$ cat config.mk
export PLATFORM = sky130hd
export DESIGN_NAME = hashed_random_step_sequencer
export DESIGN_NICKNAME = d
export VERILOG_FILES = /design/src/hdl/hrss_pkg.sv /design/src/hdl/hashed_random_step_sequencer.sv
export SDC_FILE = /design/constraint.sdc
export NUM_CORES = 2
export LEC_CHECK = 0
export BUFFER_PORTS_ARGS = -buffer_cell sky130_fd_sc_hd__buf_2
export CAP_MARGIN = 20
export CORE_ASPECT_RATIO = 1.4
export CORE_UTILIZATION = 35
export DETAILED_ROUTE_END_ITERATION = 8
export SLEW_MARGIN = 20
export SYNTH_ARGS = -nofsm -noshare
export SYNTH_HDL_FRONTEND = slang
export SYNTH_SLANG_ARGS = --single-unit
$ cat constraint.sdc
create_clock -name clk -period 16.9 [get_ports clk]
set_clock_uncertainty 0.15 [all_clocks]
set_input_delay 1.69 -clock clk [delete_from_list [all_inputs] [get_ports clk]]
set_output_delay 1.69 -clock clk [all_outputs]
set_load 0.03 [all_outputs]
$ cat src/hdl/hrss_pkg.sv
// package: constants, types and tables for the hashed random step sequencer
`timescale 1ns / 1ps
package hrss_pkg;
  localparam int LOOP_MAX = 32;
  localparam int LEN_W = $clog2(LOOP_MAX + 1);

  localparam logic [31:0] MIX_C1 = 32'h7feb352d;
  localparam logic [31:0] MIX_C2 = 32'h846ca68b;
  localparam logic [31:0] GOLDEN = 32'h9E3779B9;
  localparam logic [31:0] PHRASE_SALT = 32'hB1A5C0DE;
  localparam logic [31:0] KEY_BASE = 32'hA5A50000;
  localparam logic [7:0] BREAK_LIMIT = 8'd96;
  localparam logic [18:0] GAP_MIN = 19'd1600;
  // ceil(2^19 / 3): exact thirds for any 19-bit gap after a shift by 19
  localparam logic [17:0] RECIP3 = 18'd174763;

  localparam logic [2:0] MODE_CLOCK = 3'd0;
  localparam logic [2:0] MODE_HAND = 3'd1;
  localparam logic [2:0] MODE_KEYED = 3'd2;
  localparam logic [2:0] MODE_RESET = 3'd3;
  localparam logic [2:0] MODE_LENGTH = 3'd4;

  localparam logic [2:0] REG_SEED = 3'd0;
  localparam logic [2:0] REG_CHANCE = 3'd1;
  localparam logic [2:0] REG_SPREAD = 3'd2;
  localparam logic [2:0] REG_TONE = 3'd3;
  localparam logic [2:0] REG_PITCH = 3'd4;
  localparam logic [2:0] REG_RATCHET = 3'd5;

  typedef struct packed {
    logic [9:0] kick;
    logic [9:0] metal;
    logic [9:0] tone;
    logic [9:0] level;
    logic [9:0] decay;
  } arch_t;

  function automatic arch_t arch_lookup(input logic [2:0] k);
    arch_t a;
    case (k)
      3'd0: a = '{10'd256, 10'd256, 10'd256, 10'd256, 10'd256};
      3'd1: a = '{10'd256, 10'd60, 10'd64, 10'd240, 10'd220};
      3'd2: a = '{10'd50, 10'd256, 10'd256, 10'd256, 10'd256};
      3'd3: a = '{10'd30, 10'd200, 10'd200, 10'd150, 10'd480};
      3'd4: a = '{10'd230, 10'd130, 10'd200, 10'd230, 10'd300};
      3'd5: a = '{10'd16, 10'd256, 10'd256, 10'd130, 10'd600};
      3'd6: a = '{10'd200, 10'd200, 10'd96, 10'd256, 10'd200};
      default: a = '{10'd190, 10'd40, 10'd160, 10'd100, 10'd420};
    endcase
    return a;
  endfunction

  function automatic logic [1:0] ratchet_lookup(input logic [1:0] s);
    logic [1:0] n;
    case (s)
      2'd0: n = 2'd1;
      2'd1: n = 2'd1;
      2'd2: n = 2'd2;
      default: n = 2'd3;
    endcase
    return n;
  endfunction

  function automatic logic [8:0] sat256(input logic [8:0] v);
    return v[8] ? 9'd256 : v;
  endfunction
endpackage

$ cat src/hdl/hashed_random_step_sequencer.sv
// top level: event sequencer with one shared 33x33 signed multiplier
`timescale 1ns / 1ps
// throughput: one item at a time, in_tready stays low until the result is taken; the
//   hash, blend, roll and parameter multiplies and the ratchet divide share one multiplier
// ratchet period: halving, quartering or a reciprocal multiply for thirds
// reset: synchronous active-low rst_n restores registers, step counters and held values
module hashed_random_step_sequencer
  import hrss_pkg::*;
(
  input  logic        clk,
  input  logic        rst_n,
  input  logic        in_tvalid,
  output logic        in_tready,
  // mode[2:0], key_index[7:3], new_length[13:8], clock_gap[32:14], zeros
  input  logic [39:0] in_tdata,
  output logic        out_tvalid,
  input  logic        out_tready,
  // fired[0], kick_on[1], metal_on[2], step_pitch[14:3], level[23:15],
  // noise_blend[32:24], decay_scale[42:33], rust_offset[55:43],
  // pitch_drop[67:56], cv_out[79:68], ratchet_count[81:80],
  // ratchet_period[99:82], zeros
  output logic [103:0] out_tdata,
  input  logic        cfg_valid,
  output logic        cfg_ready,
  input  logic [2:0]  cfg_index,
  input  logic [31:0] cfg_data
);
  typedef enum logic [4:0] {
    S_IDLE, S_IDX, S_M1, S_M2, S_H2A, S_H2B, S_H3A, S_H3B, S_PHA, S_PHB,
    S_KM, S_MM, S_TM, S_LM, S_DM, S_KC, S_MC, S_NB, S_RP, S_RD, S_RN, S_RR,
    S_RL, S_RE, S_CV, S_DIV, S_OUT
  } state_t;

  state_t state_r;
  logic [31:0] seed_r;
  logic [8:0] chance_r, spread_r, tone_r, ratchet_r;
  logic signed [14:0] pbase_r;
  logic [31:0] free_step_r, wbase_r;
  logic [LEN_W-1:0] wphase_r, loop_len_r;
  logic [2:0] mode_r;
  logic keyed_r;
  logic [18:0] gap_r;
  logic [31:0] idx_r, x_r, h_r, h2_r, h3_r;
  logic [2:0] arch_r;
  logic signed [10:0] km_r, mm_r, tm_r, lm_r, dm_r;
  logic kick_r, metal_r, fired_r;
  logic signed [11:0] pitch_r;
  logic [8:0] level_r, noise_r;
  logic [9:0] decay_r;
  logic signed [12:0] rust_r;
  logic [11:0] drop_r, cv_r;
  logic [1:0] rc_r;
  logic [17:0] quo_r;
  logic [8:0] noise_part_r;

  // shared multiplier, 33-bit signed operands
  logic signed [32:0] ma, mb;
  logic signed [65:0] mp;
  assign mp = ma * mb;

  arch_t arch;
  assign arch = arch_lookup(arch_r);
  logic [8:0] sp, ch, tb;
  assign sp = sat256(spread_r);
  assign ch = sat256(chance_r);
  assign tb = sat256(tone_r);

  function automatic logic signed [32:0] s8(input logic [7:0] b);
    return 33'(signed'({1'b0, b})) - 33'sd128;
  endfunction
  function automatic logic signed [32:0] dif(input logic [9:0] v);
    return 33'(signed'({1'b0, v})) - 33'sd256;
  endfunction

  always_comb begin
    ma = '0;
    mb = 33'(signed'({1'b0, sp}));
    case (state_r)
      S_IDX: begin ma = signed'({1'b0, idx_r}); mb = signed'({1'b0, GOLDEN}); end
      S_M1, S_H2A, S_H3A, S_PHA: begin
        ma = signed'({1'b0, x_r ^ (x_r >> 16)}); mb = signed'({1'b0, MIX_C1});
      end
      S_M2, S_H2B, S_H3B, S_PHB: begin
        ma = signed'({1'b0, x_r ^ (x_r >> 15)}); mb = signed'({1'b0, MIX_C2});
      end
      S_KM: ma = dif(arch.kick);
      S_MM: ma = dif(arch.metal);
      S_TM: ma = dif(arch.tone);
      S_LM: ma = dif(arch.level);
      S_DM: ma = dif(arch.decay);
      S_KC: begin ma = 33'(km_r); mb = 33'(signed'({1'b0, ch})); end
      S_MC: begin ma = 33'(mm_r); mb = 33'(signed'({1'b0, ch})); end
      S_NB: begin ma = 33'(tm_r); mb = 33'(signed'({1'b0, tb})); end
      S_RP: ma = s8(h_r[15:8]);
      S_RD: ma = s8(h_r[23:16]);
      S_RN: ma = s8(h_r[31:24]);
      S_RR: ma = s8(h2_r[7:0]);
      S_RL: ma = s8(h2_r[15:8]);
      S_RE: ma = s8(h2_r[23:16]);
      S_CV: begin ma = 33'(pbase_r) + 33'(pitch_r); mb = 33'sd341; end
      S_DIV: begin ma = 33'(gap_r); mb = 33'(RECIP3); end
      default: ;
    endcase
  end

  logic [31:0] mlo;
  assign mlo = mp[31:0];

  function automatic logic signed [31:0] clampv(input logic signed [31:0] v,
      input logic signed [31:0] lo, input logic signed [31:0] hi);
    return (v < lo) ? lo : ((v > hi) ? hi : v);
  endfunction

  logic signed [31:0] m32;
  assign m32 = mp[31:0];
  logic [31:0] ph;
  assign ph = mlo ^ (mlo >> 16);

  logic [LEN_W-1:0] nlen;
  logic [5:0] nlen_in;
  assign nlen_in = in_tdata[13:8];
  always_comb begin
    if (nlen_in == 6'd0) nlen = '0;
    else if (nlen_in < 6'd2) nlen = LEN_W'(2);
    else if (32'(nlen_in) > LOOP_MAX) nlen = LEN_W'(LOOP_MAX);
    else nlen = LEN_W'(nlen_in);
  end

  logic accept;
  assign accept = in_tvalid && in_tready;
  assign in_tready = (state_r == S_IDLE);
  assign cfg_ready = (state_r == S_IDLE) && !in_tvalid;
  assign out_tvalid = (state_r == S_OUT);

  always_ff @(posedge clk) begin
    if (!rst_n) begin
      state_r <= S_IDLE;
      seed_r <= 32'd12648430; chance_r <= 9'd256; spread_r <= 9'd128;
      tone_r <= 9'd69; pbase_r <= 15'sd3072; ratchet_r <= '0;
      free_step_r <= '0; wbase_r <= '0; wphase_r <= '0; loop_len_r <= '0;
      pitch_r <= '0; level_r <= 9'd256; noise_r <= 9'd64;
      decay_r <= 10'd256; rust_r <= '0; drop_r <= 12'd512; cv_r <= '0;
      fired_r <= 1'b0; kick_r <= 1'b0; metal_r <= 1'b0; rc_r <= '0; quo_r <= '0;
    end else begin
      if (cfg_valid && cfg_ready) begin
        case (cfg_index)
          REG_SEED: seed_r <= cfg_data;
          REG_CHANCE: chance_r <= cfg_data[8:0];
          REG_SPREAD: spread_r <= cfg_data[8:0];
          REG_TONE: tone_r <= cfg_data[8:0];
          REG_PITCH: pbase_r <= cfg_data[14:0];
          REG_RATCHET: ratchet_r <= cfg_data[8:0];
          default: ;
        endcase
      end
      case (state_r)
        S_IDLE: if (accept) begin
          mode_r <= in_tdata[2:0];
          gap_r <= in_tdata[32:14];
          fired_r <= 1'b0; kick_r <= 1'b0; metal_r <= 1'b0;
          rc_r <= '0; quo_r <= '0;
          case (in_tdata[2:0])
            MODE_CLOCK: begin
              idx_r <= (loop_len_r != '0) ? wbase_r + 32'(wphase_r) : free_step_r;
              free_step_r <= free_step_r + 32'd1;
              if (loop_len_r != '0)
                wphase_r <= (wphase_r + LEN_W'(1) >= loop_len_r) ? '0 :
                            wphase_r + LEN_W'(1);
              keyed_r <= 1'b0; state_r <= S_IDX;
            end
            MODE_HAND: begin
              idx_r <= free_step_r; free_step_r <= free_step_r + 32'd1;
              keyed_r <= 1'b1; state_r <= S_IDX;
            end
            MODE_KEYED: begin
              idx_r <= KEY_BASE + 32'(in_tdata[7:3]); keyed_r <= 1'b1; state_r <= S_IDX;
            end
            MODE_RESET: begin
              wphase_r <= '0; state_r <= S_OUT;
            end
            MODE_LENGTH: begin
              if (nlen != loop_len_r) begin
                if (nlen != '0 && loop_len_r == '0) wbase_r <= free_step_r - 32'(nlen);
                wphase_r <= '0; loop_len_r <= nlen;
              end
              state_r <= S_OUT;
            end
            default: state_r <= S_OUT;
          endcase
        end
        S_IDX: begin
          x_r <= seed_r ^ mlo; state_r <= S_M1;
        end
        S_M1: begin x_r <= mlo; state_r <= S_M2; end
        S_M2: begin h_r <= ph; x_r <= ph; state_r <= S_H2A; end
        S_H2A: begin x_r <= mlo; state_r <= S_H2B; end
        S_H2B: begin h2_r <= ph; x_r <= ph; state_r <= S_H3A; end
        S_H3A: begin x_r <= mlo; state_r <= S_H3B; end
        S_H3B: begin
          h3_r <= ph;
          x_r <= seed_r ^ PHRASE_SALT ^ (idx_r >> 3);
          state_r <= S_PHA;
        end
        S_PHA: begin x_r <= mlo; state_r <= S_PHB; end
        S_PHB: begin
          arch_r <= (h3_r[7:0] < BREAK_LIMIT) ? h3_r[10:8] : ph[2:0];
          state_r <= S_KM;
        end
        S_KM: begin km_r <= 11'(32'sd256 + (m32 >>> 8)); state_r <= S_MM; end
        S_MM: begin mm_r <= 11'(32'sd256 + (m32 >>> 8)); state_r <= S_TM; end
        S_TM: begin tm_r <= 11'(32'sd256 + (m32 >>> 8)); state_r <= S_LM; end
        S_LM: begin lm_r <= 11'(32'sd256 + (m32 >>> 8)); state_r <= S_DM; end
        S_DM: begin dm_r <= 11'(32'sd256 + (m32 >>> 8)); state_r <= S_KC; end
        S_KC: begin
          kick_r <= keyed_r || (signed'({24'd0, h_r[7:0]}) < (m32 >>> 8));
          state_r <= S_MC;
        end
        S_MC: begin
          metal_r <= keyed_r || (signed'({24'd0, h3_r[23:16]}) < (m32 >>> 8));
          state_r <= S_NB;
        end
        S_NB: begin
          noise_part_r <= 9'(m32 >>> 8);
          if (!kick_r && !metal_r) state_r <= S_OUT;
          else begin fired_r <= 1'b1; state_r <= S_RP; end
        end
        S_RP: begin
          pitch_r <= keyed_r ? 12'sd0 : 12'(m32 >>> 4); state_r <= S_RD;
        end
        S_RD: begin
          decay_r <= 10'(clampv(32'(dm_r) + (m32 >>> 8), 32'sd32, 32'sd768));
          state_r <= S_RN;
        end
        S_RN: begin
          noise_r <= 9'(clampv(32'(signed'({1'b0, noise_part_r})) + (m32 >>> 8),
                               32'sd0, 32'sd256));
          state_r <= S_RR;
        end
        S_RR: begin rust_r <= 13'(m32 >>> 3); state_r <= S_RL; end
        S_RL: begin
          level_r <= 9'(clampv(32'(lm_r) + (m32 >>> 9), 32'sd24, 32'sd256));
          state_r <= S_RE;
        end
        S_RE: begin
          drop_r <= 12'(clampv(32'sd512 + (m32 >>> 4), 32'sd0, 32'sd3072));
          state_r <= S_CV;
        end
        S_CV: begin
          cv_r <= 12'(clampv(m32 >>> 10, -32'sd2048, 32'sd2047));
          if (mode_r == MODE_CLOCK && sat256(ratchet_r) != 9'd0 &&
              {1'b0, h2_r[29:24], 2'b00} < sat256(ratchet_r) && gap_r > GAP_MIN) begin
            rc_r <= ratchet_lookup(h2_r[31:30]);
            state_r <= S_DIV;
          end else begin
            state_r <= S_OUT;
          end
        end
        S_DIV: begin
          // period is the gap over two, three or four
          case (rc_r)
            2'd1: quo_r <= gap_r[18:1];
            2'd2: quo_r <= mp[36:19];
            default: quo_r <= {1'b0, gap_r[18:2]};
          endcase
          state_r <= S_OUT;
        end
        S_OUT: if (out_tready) state_r <= S_IDLE;
        default: state_r <= S_IDLE;
      endcase
    end
  end

  assign out_tdata = {4'd0, quo_r, rc_r, cv_r, drop_r, rust_r, decay_r,
                      noise_r, level_r, pitch_r, metal_r, kick_r, fired_r};
endmodule

==> metrics.yaml <==
floorplan:
  floorplan.initialDensity_pct: 35.3
  chipHeight_microns: 438
  core_area_sq_mm: 0.134
  rows: 159
  num_io_pins: 187
  die_w_microns: 313
  die-area_sq_mm: 0.137
cells_and_area:
  post_route_cells_drive_above_1_share_pct: 9.17
  final_cell_mix: "inv_1, nand2_1, fa_1, nor2_1, dfxtp_1"
  flow.area_growth_from_synthesis_pct: 10.3
  final-instance-count-excl-fill: 7174
  final_cell_area_sq_mm: 0.0523
  fin_nets: 6260
  final_common_cell: "inv_1"
placement:
  gp_routability_congestion: 0.994
  port_buffer_count: 175
  detailed_place.area_sq_mm: 0.0508
  placed_cells_incl_taps: 7087
  post-dp-hpwl_mm: 145
logic_synthesis:
  count_of_flip_flops_with_a_built_in_enable_after_synthesis: 232
  synth.largest_area_cell: "fa_1"
  netlist_area_sq_mm: 0.0474
  yosysWarnings: 0
  yosysUniqueCellTypes: 92
  netlist.area_leader.share_pct: 23.8
  syn-instance-count: 5260
  syn-mean-instance-area_sq_um: 9.02
  post_synth_main_area_contributors: "fa_1, edfxtp_1, dfxtp_1"
  seq_area_frac_synth_pct: 25.8
  synth.ff_latch_count: 496
  synth_async_sr_flop_share_pct: 0
  synth_ff_type: "dfxtp_1"
sta:
  total_negative_setup_slack_ns: 0
  worst-slew-pin-transition_ns: 1.30
  final-hold-violation-count: 0
  rsz0062_at_grt: "no"
  layout_worst_path_cycle_share_pct: 87.9
  fin_crit_ns: 14.85
  slew_violations: 0
  final_setup_vio_count: 0
  hold-worst-slack_ns: 0.287
  timing.fmax_ghz: 0.0673
  slew-limit-headroom_pct: 12.7
clocking:
  clk_root_buffer_cell: "clkbuf_16"
  clk_path_buf_depth: 3
  ctsHtreeMaxLevel: 2
  cts_made_buffers: 46
  cts-hold-fix-buffers: 0
  post_cts_buffers: 0
  cts.reportedPaths.clkPinSlew_ns: 0.07
  cts_repair_resize_count: 0
  tritoncts_num_sinks: 496
  tritoncts: "yes"
  clk-insertion-delay-late_ns: 0.65
hold_path:
  min_path_type: "reg2reg"
critical_path:
  cp_data_arrival_time_ns: 15.20
  worst_path_slowest_cell: "dfxtp_1"
  critPathRequiredTime_ns: 17.25
  critical_path.startpoint_type: "register"
  critPathMostFrequentCell: "fa_1"
  critPathMaxStageDelay_ns: 1.00
  critPathKind: "reg2reg"
  critical_path.endpoint_type: "register"
  crit_fanout: 30
  critPathBufInv: 9
  critical-path-top-delay-family: "adder cells"
global_route:
  grt_usage_pct: 26.2
  grt_antenna_before_repair: 7
  grt_first_pass_wirelength_mm: 264
  number_of_global_route_vias_before_repair: 39821
  globalRouteOverflowTotal: 0
  largest_net_degree_at_the_start_of_global_routing: 85
route:
  firstDrtPassIters: 6
  remaining_drc_errors: 0
  vias: 39555
  routed_wirelength_mm: 181
  routed_wl_per_cell_microns: 25.2
  route.detailed.vias_per_inst: 5.51
  first_iter_violations: 3490
  detail-route-antenna-nets: 0
job:
  max_cap_viol_count: 0
outcome:
  outcome: "completed"
[flip-flops by register name, indices dropped and copies added, names as in the netlist, 12 cells and up]
register / cells
wbase_r: 32
drop_r: 12
gap_r: 19
x_r: 32
h_r: 32
quo_r: 18
seed_r: 32
idx_r: 32
cv_r: 12
h2_r: 32
rust_r: 13
pbase_r: 15
pitch_r: 12
h3_r: 14
free_step_r: 32
[cells in the mapped netlist (11+ instances only)]
master	n
nor2_1	519
a211oi_1	60
dfxtp_1	264
nor4_1	25
nor2b_1	42
mux2i_1	59
or3_1	11
a21o_1	67
o21a_1	19
o22ai_1	23
a221o_1	36
ha_1	253
and3_1	31
nor3_1	58
inv_1	763
a21oi_1	253
nand2_1	607
edfxtp_1	232
and2_1	52
nand4_1	31
buf_1	12
a31oi_1	21
clkbuf_1	221
a22oi_1	76
o21ai_0	169
xor2_1	104
o211ai_1	15
or2_2	38
nand3_1	119
fa_1	563
nand2b_1	62
o221ai_1	19
a221oi_1	44
xnor2_1	158
[layout make-up]
cell class                 instances  area (sq um)
fill                           13532         82000
multi-input combinational       3758         31700
sequential                       496         12300
inverter                         767          2890
tap                             1771          2220
timing repair buffer             295          1780
clock buffer                      59          1280
clock inverter                    25           211
antenna                            3          7.51
[kinds of logic (layout without fill, tap and decap cells)]
| group | count (synthesis) | count (layout) | share of synthesized area [%] |
|---|---|---|---|
| compound gates | 955 | 955 | 13.7 |
| xor+xnor | 263 | 263 | 4.89 |
| fa+ha+maj | 816 | 816 | 30.4 |
| buf+inv | 1009 | 1146 | 8.06 |
| flops | 496 | 496 | 25.8 |
| mux | 65 | 65 | 1.39 |
| other cells | 1 | 7 | 0.00791 |
| simple gates | 1655 | 1655 | 15.7 |
[worst paths after layout]
kind / slack (ns) / depth (start not counted) / endpoint / startpoint
max: 2.05 / 45 / decay_r[9] / state_r[3]
min: 0.29 / 2 / noise_r[7] / noise_r[7]
min reg2reg: 0.29 / 2 / noise_r[7] / noise_r[7]
max reg2reg: 2.05 / 45 / decay_r[9] / state_r[3]
[per-layer routing]
layer / GRT usage [%] / wire length, microns
met4: 19.4 / 15700
met2: 44.3 / 86700
met3: 3.63 / 11900
met5: 0 / 46
met1: 30.1 / 66300
[worst min-delay path, stage by stage, from the launching register on]
cell     delay [ns]
dfxtp_1        0.31
nand2_1        0.05
nand2_1        0.04
[stage by stage]
stage	util (%)	worst slack, ns
2_1_floorplan	-	4.21
3_3_place_gp	37.8	2.28
3_5_place_dp	37.8	2.17
4_1_cts	38.9	2.10
5_1_grt	39.0	1.30
6_report	39.0	2.05
Power is not shown: default switching activity piles up to over one toggle a cycle in this logic, so the estimate is an artifact.
